==> src/uvr_pkg.sv <==
// uvr_pkg: shared types and constants for the UTF-8 validate/replace block.
// No dependencies; used by every module under src/.
`timescale 1ns / 1ps

package uvr_pkg;

  // One input transaction.
  typedef struct packed {
    logic [7:0] data_byte;
    logic       end_of_string;
  } in_item_t;

  // One result transaction.
  typedef struct packed {
    logic [7:0] out_byte;
    logic       replaced;
    logic       last;
  } out_item_t;

  // Sequence length implied by a lead byte; SL_BAD means never a valid lead.
  typedef enum logic [2:0] {
    SL_BAD   = 3'd0,
    SL_ONE   = 3'd1,
    SL_TWO   = 3'd2,
    SL_THREE = 3'd3,
    SL_FOUR  = 3'd4
  } seq_len_t;

  // Leads whose second byte has a narrowed range.
  typedef enum logic [2:0] {
    LK_OTHER,
    LK_E0,
    LK_ED,
    LK_F0,
    LK_F4
  } lead_kind_t;

  // Byte plus the classification the back end needs.
  typedef struct packed {
    logic [7:0] data_byte;
    logic       end_of_string;
    seq_len_t   len;
    lead_kind_t kind;
    logic       is_cont;   // 80..BF
    logic       ge_a0;
    logic       le_9f;
    logic       ge_90;
    logic       le_8f;
  } cls_item_t;

  localparam logic [7:0] QMARK     = 8'h3F;
  localparam logic [7:0] LEAD2_LO  = 8'hC2;
  localparam logic [7:0] LEAD3_LO  = 8'hE0;
  localparam logic [7:0] LEAD_ED   = 8'hED;
  localparam logic [7:0] LEAD4_LO  = 8'hF0;
  localparam logic [7:0] LEAD4_HI  = 8'hF4;
  localparam logic [7:0] CONT_LO   = 8'h80;
  localparam logic [7:0] CONT_HI   = 8'hBF;
  localparam logic [7:0] LIM_A0    = 8'hA0;
  localparam logic [7:0] LIM_9F    = 8'h9F;
  localparam logic [7:0] LIM_90    = 8'h90;
  localparam logic [7:0] LIM_8F    = 8'h8F;
  localparam logic [7:0] LEAD2_HI  = 8'hDF;
  localparam logic [7:0] LEAD3_HI  = 8'hEF;

endpackage

==> src/uvr_front.sv <==
// uvr_front: classifies each incoming byte (lead length, special leads,
// continuation sub-ranges). Depends on uvr_pkg.
`timescale 1ns / 1ps

module uvr_front (
  input  uvr_pkg::in_item_t  in_item,
  output uvr_pkg::cls_item_t cls_item
);

  logic [7:0] b;

  assign b = in_item.data_byte;

  always_comb begin
    cls_item               = '0;
    cls_item.data_byte     = b;
    cls_item.end_of_string = in_item.end_of_string;

    priority if (b < uvr_pkg::CONT_LO) begin
      cls_item.len = uvr_pkg::SL_ONE;
    end else if (b >= uvr_pkg::LEAD2_LO && b <= uvr_pkg::LEAD2_HI) begin
      cls_item.len = uvr_pkg::SL_TWO;
    end else if (b >= uvr_pkg::LEAD3_LO && b <= uvr_pkg::LEAD3_HI) begin
      cls_item.len = uvr_pkg::SL_THREE;
    end else if (b >= uvr_pkg::LEAD4_LO && b <= uvr_pkg::LEAD4_HI) begin
      cls_item.len = uvr_pkg::SL_FOUR;
    end else begin
      cls_item.len = uvr_pkg::SL_BAD;
    end

    priority if (b == uvr_pkg::LEAD3_LO) begin
      cls_item.kind = uvr_pkg::LK_E0;
    end else if (b == uvr_pkg::LEAD_ED) begin
      cls_item.kind = uvr_pkg::LK_ED;
    end else if (b == uvr_pkg::LEAD4_LO) begin
      cls_item.kind = uvr_pkg::LK_F0;
    end else if (b == uvr_pkg::LEAD4_HI) begin
      cls_item.kind = uvr_pkg::LK_F4;
    end else begin
      cls_item.kind = uvr_pkg::LK_OTHER;
    end

    cls_item.is_cont = (b >= uvr_pkg::CONT_LO) && (b <= uvr_pkg::CONT_HI);
    cls_item.ge_a0   = (b >= uvr_pkg::LIM_A0);
    cls_item.le_9f   = (b <= uvr_pkg::LIM_9F);
    cls_item.ge_90   = (b >= uvr_pkg::LIM_90);
    cls_item.le_8f   = (b <= uvr_pkg::LIM_8F);
  end

endmodule

==> src/uvr_fifo.sv <==
// uvr_fifo: small queue of classified bytes between front and back end.
// Depends on uvr_pkg.
`timescale 1ns / 1ps

module uvr_fifo #(
  parameter int DEPTH = 4
) (
  input  logic               clk,
  input  logic               rst_n,
  input  logic               wr_en,
  input  uvr_pkg::cls_item_t wr_data,
  output logic               full,
  input  logic               rd_en,
  output uvr_pkg::cls_item_t rd_data,
  output logic               valid
);

  localparam int PW = (DEPTH > 1) ? $clog2(DEPTH) : 1;
  localparam int CW = $clog2(DEPTH + 1);
  localparam logic [PW-1:0] LAST_PTR = PW'(DEPTH - 1);
  localparam logic [CW-1:0] FULL_CNT = CW'(DEPTH);

  uvr_pkg::cls_item_t mem [DEPTH];

  logic [PW-1:0] wr_ptr_r, wr_ptr_nxt;
  logic [PW-1:0] rd_ptr_r, rd_ptr_nxt;
  logic [CW-1:0] cnt_r, cnt_nxt;

  assign full    = (cnt_r == FULL_CNT);
  assign valid   = (cnt_r != '0);
  assign rd_data = mem[rd_ptr_r];

  always_comb begin
    wr_ptr_nxt = wr_ptr_r;
    rd_ptr_nxt = rd_ptr_r;
    cnt_nxt    = cnt_r;
    if (wr_en) begin
      wr_ptr_nxt = (wr_ptr_r == LAST_PTR) ? '0 : wr_ptr_r + PW'(1);
    end
    if (rd_en) begin
      rd_ptr_nxt = (rd_ptr_r == LAST_PTR) ? '0 : rd_ptr_r + PW'(1);
    end
    if (wr_en && !rd_en) begin
      cnt_nxt = cnt_r + CW'(1);
    end else if (!wr_en && rd_en) begin
      cnt_nxt = cnt_r - CW'(1);
    end
  end

  always_ff @(posedge clk) begin
    if (!rst_n) begin
      wr_ptr_r <= '0;
      rd_ptr_r <= '0;
      cnt_r    <= '0;
    end else begin
      wr_ptr_r <= wr_ptr_nxt;
      rd_ptr_r <= rd_ptr_nxt;
      cnt_r    <= cnt_nxt;
    end
  end

  always_ff @(posedge clk) begin
    if (wr_en) begin
      mem[wr_ptr_r] <= wr_data;
    end
  end

endmodule

==> src/uvr_back.sv <==
// uvr_back: holds the undecided sequence window, decides one byte per cycle
// while the output slot is free, and drives the output register. Depends on uvr_pkg.
`timescale 1ns / 1ps

module uvr_back (
  input  logic               clk,
  input  logic               rst_n,
  input  logic               q_valid,
  input  uvr_pkg::cls_item_t q_data,
  output logic               q_take,
  input  logic               pop,
  output logic               empty,
  output uvr_pkg::out_item_t out_item
);

  // Held bytes: at most three stay undecided between cycles.
  uvr_pkg::cls_item_t win_r [3];
  uvr_pkg::cls_item_t win_nxt [3];
  logic [1:0] cnt_r, cnt_nxt;
  logic [1:0] commit_r, commit_nxt;   // bytes at the front already validated
  logic       eos_r, eos_nxt;         // end marker is inside the window
  logic       out_valid_r, out_valid_nxt;
  uvr_pkg::out_item_t out_r, out_nxt;

  uvr_pkg::cls_item_t w [4];
  uvr_pkg::cls_item_t lead;
  logic [2:0] m;
  logic [2:0] need;
  logic       e;
  logic       slot_free;
  logic       lead_ok;
  logic [3:1] cont_ok;
  logic       fail;
  logic       emit;
  logic       rep;
  logic [2:0] m_after;

  assign slot_free = !out_valid_r || pop;
  assign q_take    = q_valid && !eos_r && slot_free;
  assign empty     = !out_valid_r;
  assign out_item  = out_r;

  always_comb begin
    // window = held bytes followed by the queue head when taken
    w[0] = win_r[0];
    w[1] = win_r[1];
    w[2] = win_r[2];
    w[3] = q_data;
    if (q_take) begin
      w[cnt_r] = q_data;
    end
    m    = {1'b0, cnt_r} + {2'b00, q_take};
    e    = eos_r || (q_take && q_data.end_of_string);
    lead = w[0];
    need = lead.len;

    unique case (lead.kind)
      uvr_pkg::LK_E0:    lead_ok = w[1].ge_a0;
      uvr_pkg::LK_ED:    lead_ok = w[1].le_9f;
      uvr_pkg::LK_F0:    lead_ok = w[1].ge_90;
      uvr_pkg::LK_F4:    lead_ok = w[1].le_8f;
      default:           lead_ok = 1'b1;
    endcase
    cont_ok[1] = w[1].is_cont && lead_ok;
    cont_ok[2] = w[2].is_cont;
    cont_ok[3] = w[3].is_cont;

    fail = 1'b0;
    for (int i = 1; i < 4; i++) begin
      if ((3'(i) < m) && (3'(i) < need) && !cont_ok[i]) begin
        fail = 1'b1;
      end
    end

    emit       = 1'b0;
    rep        = 1'b0;
    commit_nxt = commit_r;
    if (slot_free) begin
      priority if (m == 3'd0) begin
        emit = 1'b0;
      end else if (commit_r != 2'd0) begin
        emit       = 1'b1;
        commit_nxt = commit_r - 2'd1;
      end else if (lead.len == uvr_pkg::SL_ONE) begin
        emit = 1'b1;
      end else if (lead.len == uvr_pkg::SL_BAD || fail) begin
        emit = 1'b1;
        rep  = 1'b1;
      end else if (m >= need) begin
        emit       = 1'b1;
        commit_nxt = 2'(need - 3'd1);
      end else if (e) begin
        // sequence cut short by the end marker
        emit = 1'b1;
        rep  = 1'b1;
      end else begin
        emit = 1'b0;
      end
    end

    m_after = emit ? (m - 3'd1) : m;

    if (emit) begin
      win_nxt[0] = w[1];
      win_nxt[1] = w[2];
      win_nxt[2] = w[3];
    end else begin
      win_nxt[0] = w[0];
      win_nxt[1] = w[1];
      win_nxt[2] = w[2];
    end

    if (slot_free) begin
      cnt_nxt = m_after[1:0];
      eos_nxt = e && (m_after != 3'd0);
    end else begin
      cnt_nxt = cnt_r;
      eos_nxt = eos_r;
    end

    out_valid_nxt = out_valid_r && !pop;
    out_nxt       = out_r;
    if (emit) begin
      out_valid_nxt    = 1'b1;
      out_nxt.out_byte = rep ? uvr_pkg::QMARK : lead.data_byte;
      out_nxt.replaced = rep;
      out_nxt.last     = e && (m == 3'd1);
    end
  end

  always_ff @(posedge clk) begin
    if (!rst_n) begin
      cnt_r       <= '0;
      commit_r    <= '0;
      eos_r       <= 1'b0;
      out_valid_r <= 1'b0;
    end else begin
      cnt_r       <= cnt_nxt;
      commit_r    <= commit_nxt;
      eos_r       <= eos_nxt;
      out_valid_r <= out_valid_nxt;
    end
  end

  always_ff @(posedge clk) begin
    win_r[0] <= win_nxt[0];
    win_r[1] <= win_nxt[1];
    win_r[2] <= win_nxt[2];
    out_r    <= out_nxt;
  end

endmodule

==> src/utf8_validate_replace.sv <==
// utf8_validate_replace: top level, front classifier -> queue -> back end.
// Depends on uvr_pkg, uvr_front, uvr_fifo, uvr_back.
//
//   channel   handshake      payload
//   input     push / full    in_item  (data_byte, end_of_string)
//   result    pop / empty    out_item (out_byte, replaced, last)
//
// Takes and returns one transaction per cycle while full is low, pop frees the
// result slot and sequences are decided. A byte passes the queue and output
// register before the result ports; a lead byte waits until its sequence is
// decided, up to three more input bytes. When the end marker is taken while
// bytes are held, the back end stops taking until it has flushed them; the
// queue (QUEUE_DEPTH entries) absorbs that, and full rises only once the queue
// has filled. Synchronous active-low reset empties queue, window and output.
`timescale 1ns / 1ps

module utf8_validate_replace #(
  parameter int QUEUE_DEPTH = 4
) (
  input  logic               clk,
  input  logic               rst_n,
  input  logic               push,
  output logic               full,
  input  uvr_pkg::in_item_t  in_item,
  input  logic               pop,
  output logic               empty,
  output uvr_pkg::out_item_t out_item
);

  uvr_pkg::cls_item_t cls_item;
  uvr_pkg::cls_item_t q_data;
  logic               q_valid;
  logic               q_take;

  uvr_front u_front (
    .in_item  (in_item),
    .cls_item (cls_item)
  );

  uvr_fifo #(
    .DEPTH (QUEUE_DEPTH)
  ) u_fifo (
    .clk     (clk),
    .rst_n   (rst_n),
    .wr_en   (push && !full),
    .wr_data (cls_item),
    .full    (full),
    .rd_en   (q_take),
    .rd_data (q_data),
    .valid   (q_valid)
  );

  uvr_back u_back (
    .clk      (clk),
    .rst_n    (rst_n),
    .q_valid  (q_valid),
    .q_data   (q_data),
    .q_take   (q_take),
    .pop      (pop),
    .empty    (empty),
    .out_item (out_item)
  );

endmodule
==> config.mk <==
export PLATFORM = sky130hd
export DESIGN_NAME = utf8_validate_replace
export DESIGN_NICKNAME = d
export VERILOG_FILES = /design/src/uvr_pkg.sv /design/src/uvr_front.sv /design/src/uvr_fifo.sv /design/src/uvr_back.sv /design/src/utf8_validate_replace.sv
export SDC_FILE = /design/constraint.sdc
export NUM_CORES = 1
export LEC_CHECK = 0
export BUFFER_PORTS_ARGS = -buffer_cell sky130_fd_sc_hd__buf_2
export CORE_UTILIZATION = 45
export DETAILED_ROUTE_END_ITERATION = 8
export GPL_TIMING_DRIVEN = 1
export PLACE_DENSITY = 0.66
export SYNTH_ARGS = -nofsm -noshare
export SYNTH_HDL_FRONTEND = slang
export SYNTH_SLANG_ARGS = --single-unit
export TNS_END_PERCENT = 30
==> constraint.sdc <==
create_clock -name clk -period 8.5 [get_ports clk]
set_clock_uncertainty 0.1 [all_clocks]
set_input_delay 0 -clock clk [delete_from_list [all_inputs] [get_ports clk]]
set_output_delay 0 -clock clk [all_outputs]
set_load 0.01 [all_outputs]
Word level (Yosys, flattened, before mapping)
Memories as Yosys holds them, arrays and structs flattened. A register that Yosys moved wholly into a read port is not among the register bits.
Index checks and enable logic that the tools add are counted.
- memories kept: 2
- bits of input ports: 13
- bits in registers: 23
- bits in writable memories: 140
- output and inout bits: 12
- word-level logic and storage cells: 144
- equal/unequal tests: 15
- order comparisons: 22
- $add $sub $neg: 8
- bitwise gates (word level): 2
- reductions and logical operators: 41
- mux-type cells: 44
- memory list (name ; words ; width ; read ports ; clocked after Yosys merged registers in ; write ports ; RTL line ; text):
    u_fifo.mem ; 4 ; 20 ; 1 ; 1 ; 1 ; uvr_fifo.sv:23 ; uvr_pkg::cls_item_t mem [DEPTH];
    u_back.win_r ; 3 ; 20 ; 3 ; 0 ; 3 ; uvr_back.sv:17 ; uvr_pkg::cls_item_t win_r [3];
- operator list (operator ; number):
    $bwmux W80 ; 1
    $mux W80 ; 1
    $mux W60 ; 1
    $ge A8 B8 Y1 const B ; 6
    $le A8 B8 Y1 const B ; 6
    $demux W20 S2 ; 1
    $mux W3 ; 11
    $eq A8 B8 Y1 const B ; 4
    $logic_and A1 B1 Y1 ; 21
    $mux W20 ; 1
    $mux W1 ; 19
    $mux W2 ; 8
    $lt A2 B3 Y1 const A ; 4
    $eq A3 B1 Y1 const B ; 3
    $logic_not A1 Y1 ; 9
    $lt A8 B8 Y1 const B ; 1
    $eq A3 B2 Y1 const B ; 2
    $eq A3 B3 Y1 const B ; 2
    $logic_not A3 Y1 ; 2
    $lt A1 B3 Y1 const A ; 2
    $reduce_bool A2 Y1 ; 3
    $reduce_bool A3 Y1 ; 2
    $sub A3 B1 Y3 const B ; 2
    $reduce_and A5 Y1 ; 1
    other kinds (13) ; 19

Longest topological paths before layout
Gate-level depths: netlist of run 1.
- depth after elaboration: 24
- gate-level depth with buffers: 15
- depth with buffers taken out: 14

Modules after synthesis
Synthesis of run 1 repeated with hierarchy kept, for this count alone.
- cells, all modules: 503
- area, all modules: 6935.4 um^2
- by module, submodules not included (module ; area each (um^2) ; cells each ; seq. area each (um^2) ; times used):
    uvr_back ; 3375.7 ; 325 ; 1461.4 ; 1
    uvr_fifo ; 3344.5 ; 148 ; 2582.5 ; 1
    uvr_front ; 201.4 ; 29 ; 0.0 ; 1
    utf8_validate_replace ; 13.8 ; 1 ; 0.0 ; 1

Least setup slack after synthesis of run 1
Ideal clock, no wire load.
- path kind: register to register
- start: reg u_back.cnt_r[0]
- end: mem u_back.win_r[0][49] (netlist name)
- clock period less this slack: 4.146 ns
- library setup time: 0.123 ns
- cell stages (with the launch flop): 15
- path buffers: 2
- data arrival time: 3.923 ns
- data required time: 8.277 ns
- path slack: 4.354 ns
- cell sequence: dfxtp_1 clkbuf_1 nor4_4 mux2i_1 inv_1 ha_1 nand2b_1 a21o_1 a21o_1 or4_4 o31ai_4 inv_2 a21oi_4 buf_6 mux2_1
- RTL lines (what ; RTL line ; text):
    from (decl) ; uvr_back.sv:19 ; logic [1:0] cnt_r, cnt_nxt;
    from (signal assigned) ; uvr_back.sv:138 ; cnt_r <= cnt_nxt;
    to (decl) ; uvr_back.sv:17 ;

==> results.md, run 1 <==
- Once placement finished, the instance area stood at 7139 um^2.
- The area occupied by registers is around 4000 um^2.
- Post-CTS timing repair inserted 0 buffers for setup.
- The slew at the pin with the worst max-slew slack is 1102 ps.
- The first global-routing pass estimated between 20000 and 25000 um of wire.
- Among all stages on the critical path, the largest delay is contributed by sky130_fd_sc_hd__nor4_4.
- The total number of yosys warnings is 0.
- The cell type contributing the most total cell area after synthesis is sky130_fd_sc_hd__edfxtp_1.
- The number of buffers added by the clock tree synthesis step is 17.
- The worst hold path belongs to the class input port to register.
- The global placement routability congestion is 0.7952.
- The horizontal extent of the die is 125.7 um.
- The post-CTS resize count is 0.
- The count of port buffers added during placement is 24.
- The critical path goes through nor4_4 > mux2i_1 > inv_1 > ha_1 > nand2b_1 > a21o_1 > a21o_1 > or4_4 > o31ai_4 > buf_4 > inv_2 > a21oi_4 > mux2_2.
- Adding up every negative setup slack in the final design gives 0 ps.
- By startpoint and endpoint, the worst setup path is classified as register to register.
- By area the synthesized netlist is led by sky130_fd_sc_hd__edfxtp_1 (39%), sky130_fd_sc_hd__dfxtp_1 (19%), sky130_fd_sc_hd__mux4_2 (6.5%), sky130_fd_sc_hd__nand2_1 (3.9%), sky130_fd_sc_hd__ha_1 (2.9%).
- The initial antenna violation count is 0.
- The required time reported for the critical path endpoint is around 8700 ps.
- The number of clock sinks is 157.
- For this run, the leading register cell type out of synthesis is sky130_fd_sc_hd__edfxtp_1.
- The synthesized design contains ~160 register bits.
- The number of buffers on the longest clock path is 2.
- Entering global routing, the biggest net connects between 50 and 60 pins.
- At the placement stage, the worst setup path has a slack of 2884 ps.
- The number of nets in the layout is 623.
- The HPWL after detailed placement is 8948 um.
- After detailed routing, the number of vias per cell comes to 5.695.
- The effective utilization at floorplan is 46.64%.
- The floorplan step defined a core boundary enclosing ~15000 um^2.
- The flow ran to the end, but the final reports show violations.
- Counting instances in the post-synthesis netlist gives the leading cell types as sky130_fd_sc_hd__edfxtp_1 (90), sky130_fd_sc_hd__nand2_1 (71), sky130_fd_sc_hd__dfxtp_1 (67).
- The number of vias after detailed routing is 4493.
- The highest cell delay on the worst timing path is 990 ps.
- The number of max-cap violations is 0.
- The die covers approximately 16000 um^2.
- The overall overflow remaining after global route is 0.
- The synthesis-to-layout area growth is 13.69%.
- The clock slew seen by the registers of the worst setup and hold paths is 60 ps.
- After floorplanning, the core was divided into 44 placement rows.
- The fill cell instance count of the final layout is 1227.
- STA classifies the critical path endpoint as a register.
- The final number of hold-violating endpoints is 0.
- Among all cell types in the netlist, the one instantiated most often is sky130_fd_sc_hd__edfxtp_1.
- The count of cell types in the netlist is between 50 and 60.
- The number of antenna diodes in the final layout is 0.
- The floorplan step set the die height to approximately 130 um.
- The post-route fraction of the period consumed by the critical path is 66.39%.
- The checks that failed: design-rule violations.
- After the first detailed-routing iteration, the DRC count stood at 325.
- The average cell area after synthesis is 12.29 um^2.
- The routed wire length is 13920 um.
- For this run, the detailed router's first-pass iteration total came to 9.
- The number of global-route vias before repair is between 4000 and 5000.
- The count of buffering cells on the critical path with inverters included is 3.
- The final design instance area without fill is 7824 um^2.
- Measured against its own limit, the worst slew margin works out to 26.53%.
- The post-layout worst setup margin is 2857 ps.
- The final critical path time including I/O delays and setup is 5643 ps.
- The kind of cell with the highest combined delay on the critical path is simple AND/OR/NAND/NOR gates.
- The H-tree was split into 4 levels.
- Summing every instance area after synthesis gives 6882 um^2.
- The final-report max-slew violation count came to 0.
- Sequential elements use 58.76% of the synthesized area.
- The cell that appears most often on the critical path is sky130_fd_sc_hd__a21o_1.
- The share of post-route cells with drive strength above 1 is ~17%.
- The total track usage is 19.11%.
- The worst setup path is launched from a register.
- The multi-input gate area in the final layout is 2644 um^2.
- Once detail routing completed, the nets flagged for antenna violations numbered 0.
- After technology mapping, the gate count stands at 560.
- Of the post-synthesis cell area, the dominant cell type holds between 30% and 40%.
- The proportion of register bits with asynchronous set or reset after synthesis is 0%.
- In this run the count of I/O pins placed on the die edge is 25.
- The number of enable-type register cells in the synthesized netlist is 90.
- The TritonCTS clock tree is yes.
- The end-of-flow core utilization is 53.03%.
- In the routed design, unresolved DRC markers number 3.
- Based on the critical path, the design can be clocked at up to about 0.18 GHz.
- The average wire per standard cell is about 18 um.
- Setup repair after global routing left no endpoint under its margin.
- The count of endpoints failing setup in the final report is 0.
- The clock root buffer is sky130_fd_sc_hd__clkbuf_16.
- The insertion delay of the later-clocked pin in the worst-skew pair is 420 ps.
- Along the worst path, the maximum fanout reaches 50.
- Synthesis produced a netlist with a net count of about 600.
- The arrival time at the worst endpoint is between 5000 and 6000 ps.
[final timing paths]
| path | start | end | slack [ps] | cells past startpoint |
|---|---|---|---|---|
| min | push | u_fifo.wr_ptr_r[0] | 60 | 4 |
| min reg2reg | u_back.win_r[0][49] | u_back.win_r[0][49] | 370 | 1 |
| max | u_back.cnt_r[0] | u_back.win_r[0][46] | 2860 | 13 |
| max reg2reg | u_back.cnt_r[0] | u_back.win_r[0][46] | 2860 | 13 |
[repair_timing]
item | in CTS | in global routing
endpoints found under the hold margin | 79 | 0
hold buffers | 12 | 0
endpoints found under the setup margin | 0 | 0
[metal layers]
layer  global-route usage [%]  vias to the layer above  wire length, um
met5                        0                        -                0
met4                    8.608                        0              258
met3                    3.653                       25              502
met2                    29.87                      114             6531
met1                    25.98                     2209             6631
li1                         -                     2145                -
[cell families after synthesis]
kind of cell	count (synthesis)	synth area share, %
and+or+nand+nor	178	12.42
DFF	157	58.76
AOI/OAI and AO/OA	103	9.927
muxes	55	12.07
buffers and inverters	45	2.818
adders and majority gates	18	3.491
xor gates and xnor gates	4	0.5092
[state kept, by name, summed over array words and instances (netlist names), 2 cells and up, named ones only]
register,count
u_back.commit_r,2
u_back.win_r,52
u_back.out_item,10
u_fifo.mem,80
u_fifo.wr_ptr_r,2
u_fifo.rd_ptr_r,2
u_fifo.cnt_r,3
u_back.cnt_r,2
[placed cells by master, fill, tap and decap left out, types with 16 or more instances in the layout]
master and n:
sky130_fd_sc_hd__edfxtp_1 90, sky130_fd_sc_hd__nor2b_1 19, sky130_fd_sc_hd__nand2_1 71, sky130_fd_sc_hd__inv_1 16
sky130_fd_sc_hd__ha_1 16, sky130_fd_sc_hd__a211oi_1 19, sky130_fd_sc_hd__clkbuf_16 17, sky130_fd_sc_hd__mux4_2 20
sky130_fd_sc_hd__a21oi_1 25, sky130_fd_sc_hd__nor2_1 33, sky130_fd_sc_hd__o22ai_1 20, sky130_fd_sc_hd__dfxtp_1 67
sky130_fd_sc_hd__buf_2 24
[worst register-to-register path, stage by stage (launching register included)]
cell	delay [ps]
sky130_fd_sc_hd__dfxtp_1	550
sky130_fd_sc_hd__nor4_4	990
sky130_fd_sc_hd__mux2i_1	510
sky130_fd_sc_hd__inv_1	150
sky130_fd_sc_hd__ha_1	290
sky130_fd_sc_hd__nand2b_1	140
sky130_fd_sc_hd__a21o_1	170
sky130_fd_sc_hd__a21o_1	200
sky130_fd_sc_hd__or4_4	440
sky130_fd_sc_hd__o31ai_4	240
sky130_fd_sc_hd__buf_4	310
sky130_fd_sc_hd__inv_2	400
sky130_fd_sc_hd__a21oi_4	650
sky130_fd_sc_hd__mux2_2	410
[through the flow]
stage / cells / hold slack (ps)
2_1_floorplan: 560 / -1.131
3_3_place_gp: 745 / 108.9
3_5_place_dp: 745 / 117.7
4_1_cts: 789 / 50.47
5_1_grt: 789 / 109.4
6_report: 789 / 58.16
[final cells by class]
cell class,count,area share [%]
clock buffer,17,5.437
clock inverter,15,1.775
inverter,17,0.8156
multi-input combinational,358,33.79
sequential,157,51.69
tap,184,2.943
timing repair buffer,41,3.550
Power of run 1 is not shown: default switching activity piles up to over one toggle a cycle in this logic, so the estimate is an artifact.
==> run 2, diff against run 1 <==
ABC_AREA = 1   (was not set)
clock period = 5.65 ns   (was 8.5 ns; I/O delays follow)
==> run 2 against run 1 <==
The run now ends clean. Sequential share of layout area is 0.46 points lower. Utilization down 0.91 points. Register-to-register slack worse by 1200 ps. Cell count is 24% higher. Critical path depth up 4. Non-clock buffer count rose by 2. Sequential cell count stayed put. Synthesized cell count increased by 33%. Clock-buffer cell count rose by 1. Critical path type unchanged.
==> results.md, run 2 <==
- The library cell with the highest instance count after synthesis is sky130_fd_sc_hd__nand2_1.
- The total track usage is 18.73% (-0.38 points).
- The number of flip-flops under the largest register name is 80 (unchanged).
- The number of global-route vias before repair is 4832 (+9.4%).
- The clock slew seen by the registers of the worst setup and hold paths was 60 ps (about the same).
- The placed wire-length estimate came to 8764 um (-2.1%).
- TritonCTS built the clock tree.
- The final number of hold-violating endpoints is 0 (unchanged).
- The highest cell delay on the worst timing path is 830 ps (-160 ps).
- The routed wire length is 14030 um (+0.78%).
- The share of post-route cells with drive strength above 1 is 11.91% (-4.9 points).
- The post-place setup slack came to 1695 ps (-1189 ps).
- The synthesis-to-layout area growth came to 13.70% (about the same).
- The register name with the most flops is u_fifo.mem.
- The slew at the pin with the worst max-slew slack came to 1177 ps (+74.84 ps).
- The number of hold buffers added after cts is 13 (+1).
- The average vias per placed instance came to 5.231 (-8.1%).
- The proportion of register bits with asynchronous set or reset after synthesis came to 0% (unchanged).
- The proportion of netlist area held by the largest area contributor was 38.93% (-0.35 points).
- The global placement routability congestion was 0.8624 (+8.5%).
- The post-CTS resize count is 0 (unchanged).
- STA classifies the critical path endpoint as a register.
- The standard cell with the maximum stage delay on the critical path is sky130_fd_sc_hd__dfxtp_1.
- The post-layout worst setup margin is 1653 ps (-1204 ps).
- The post-route fraction of the period consumed by the critical path is 70.74% (+4.4 points).
- The predominant post-synthesis flop cell is sky130_fd_sc_hd__edfxtp_1.
- Leaving out fill and tap cells, the most frequent cells in the layout are sky130_fd_sc_hd__nand2_1 (206), sky130_fd_sc_hd__o21ai_0 (103), sky130_fd_sc_hd__edfxtp_1 (90), sky130_fd_sc_hd__dfxtp_1 (67), sky130_fd_sc_hd__nor2_1 (53).
- The synthesized netlist net count is 778 (+32%).
- Yosys attributes the largest share of cell area to sky130_fd_sc_hd__edfxtp_1 (39%), sky130_fd_sc_hd__dfxtp_1 (19%), sky130_fd_sc_hd__nand2_1 (11%), sky130_fd_sc_hd__o21ai_0 (7.4%), sky130_fd_sc_hd__nor2_1 (2.9%).
- The arrival time at the worst endpoint is 4200 ps (-1650 ps).
- Setup repair after global routing left no endpoint under its margin.
- The final critical path time including I/O delays and setup came to 3997 ps (-1646 ps).
- The average wire per standard cell is 14.36 um (-19%).
- The DRC violation count after routing is 0 (-3).
- The number of buffers on the longest clock path came to 2 (unchanged).
- The count of endpoints failing setup in the final report came to 0 (unchanged).
- The maximum fanout encountered on the critical timing path came to 59 (+18%).
- The initial antenna violation count came to 1 (+1).
- The required time reported for the critical path endpoint is 5850 ps (-2860 ps).
- The tree is rooted in a sky130_fd_sc_hd__clkbuf_16.
- The worst setup path is launched from a register.
- The overall overflow remaining after global route was 0 (unchanged).
- The effective utilization at floorplan is 45.84% (-0.80 points).
- The critical path in this run is classified as register to register.
- The number of clock sinks is 157 (unchanged).
- The commonest cells after synthesis are sky130_fd_sc_hd__nand2_1 (206), sky130_fd_sc_hd__o21ai_0 (103), sky130_fd_sc_hd__edfxtp_1 (90).
- The total number of yosys warnings is 0 (unchanged).
- The netlist area before placement is 6943 um^2 (+0.89%).
- The min-delay analysis places its worst path in the category input port to register.
- The count of port buffers added during placement is 24 (unchanged).
- The number of synthesized register bits is 157 (unchanged).
- The total inserted antenna cells is 0 (unchanged).
- The library cell used most frequently in the layout, excluding fill and tap cells, is sky130_fd_sc_hd__nand2_1.
- The number of vias after detailed routing came to 5111 (+14%).
- The horizontal extent of the die is 126.2 um (+0.44%).
- The total die area is 15930 um^2 (+0.88%).
- The sum of negative setup slack is 0 ps (unchanged).
- The insertion delay of the later-clocked pin in the worst-skew pair is 410 ps (about the same).
- The final-report max-slew violation count is 0 (unchanged).
- The count of buffering cells on the critical path with inverters included is 3 (unchanged).
- The number of enable-type register cells in the synthesized netlist was 90 (unchanged).
- The average cell area after synthesis came to 9.294 um^2 (-24%).
- The count of cell types in the netlist is 42 (-19%).
- The number of max-cap violations came to 0 (unchanged).
- The top-level I/O count is 25 (unchanged).
- The count of H-tree levels built during CTS came to 4 (unchanged).
- The first-pass GRT wire length came to 23220 um (+0.12%).
- The die extent in y is 126.2 um (+0.44%).
- The number of placement rows is 45 (+2.3%).
- The area of the core is 15150 um^2 (+2.7%).
- The share of synthesized area occupied by flip-flops and latches is 58.24% (-0.52 points).
- The worst slew slack as a fraction of its limit is 21.46% (-5.1 points).
- The count of nets left with antenna violations after detail routing is 0 (unchanged).
- The critical path goes through inv_2 > nand3_1 > nand2_1 > nand2_2 > o21ai_4 > ha_1 > a21oi_1 > o21ai_0 > a31oi_1 > inv_1 > nor3_2 > nand4_4 > nand2_4 > buf_4 > nand3_1 > nand2_1 > a21oi_1.
- The first-iteration detailed-routing DRC count is 442 (+36%).
- The length of the first detailed-routing pass in iterations was 5 (-4).
- The kind of cell with the highest combined delay on the critical path is simple AND/OR/NAND/NOR gates.
- The pin count of the biggest net entering global routing was 60 (+18%).
- The number of buffers added by the clock tree synthesis step is 17 (unchanged).
- The count of buffers added by post-CTS timing repair for setup is 0 (unchanged).
- The cell count after synthesis is 747 (+33%).
- The run finished with clean final reports.
- The number of nets in the layout is 808 (+30%).
- The synthesized design spends more area on one cell type than any other, namely sky130_fd_sc_hd__edfxtp_1.
- The top achievable clock speed was 0.2502 GHz (+41%).
## run 2: cell count changes after synthesis, moves of 11 or more
cell / delta
sky130_fd_sc_hd__a211oi_1: -17
sky130_fd_sc_hd__inv_1: +34
sky130_fd_sc_hd__mux2_2: -14
sky130_fd_sc_hd__mux4_2: -20
sky130_fd_sc_hd__nand2_1: +135
sky130_fd_sc_hd__nand3_1: +26
sky130_fd_sc_hd__nor2_1: +21
sky130_fd_sc_hd__nor2b_1: -19
sky130_fd_sc_hd__o21ai_0: +96
sky130_fd_sc_hd__o22ai_1: -11
## run 2: area by class of cell
cell class	instances	area, um^2
Multi-Input combinational cell	496	2482
Clock buffer	18	429.2
Inverter	62	235.2
Sequential cell	157	4044
Tap cell	188	235.2
Fill cell	1335	7252
Timing Repair Buffer	43	295.3
Clock inverter	13	172.7
## run 2: cells by family after synthesis
group	count (synthesis)	share of synthesized area, %
AOI/OAI and AO/OA	155	12.45
xor gates and xnor gates	2	0.2523
adders and majority gates	18	3.460
buffers and inverters	94	6.037
DFF	157	58.24
muxes	1	0.1442
and+or+nand+nor	320	19.41
## run 2: final timing paths
path | start | endpoint | slack (ps) | cells after the start
max reg2reg | register | u_back.eos_r | 1650 | 17
min reg2reg | u_back.win_r[0][23] | u_back.win_r[0][23] | 390 | 2
max | register | u_back.eos_r | 1650 | 17
min | in_item[0] | u_fifo.mem[2][11] | 240 | 2
## run 2: metrics by stage
stage | hold slack [ps] | util, % | cell area (um^2) | std cells
floorplan | -1.131 | - | 6943 | 747
global placement | 116.1 | 47.29 | 7162 | 933
detailed placement | 119.1 | 47.29 | 7162 | 933
CTS | 242.3 | 52.12 | 7894 | 977
global route | 246.7 | 52.12 | 7894 | 977
finish | 240.5 | 52.12 | 7894 | 977
## run 2: per-layer routing
layer / track usage [%] / wire length [um] / share of wire, %
met1: 23.76 / 6624 / 47
met2: 31.13 / 6654 / 47
met3: 4.800 / 618 / 4.4
met4: 6.308 / 136 / 0.97
met5: 0 / 0 / 0
Power of run 2 is left out for the same reason.
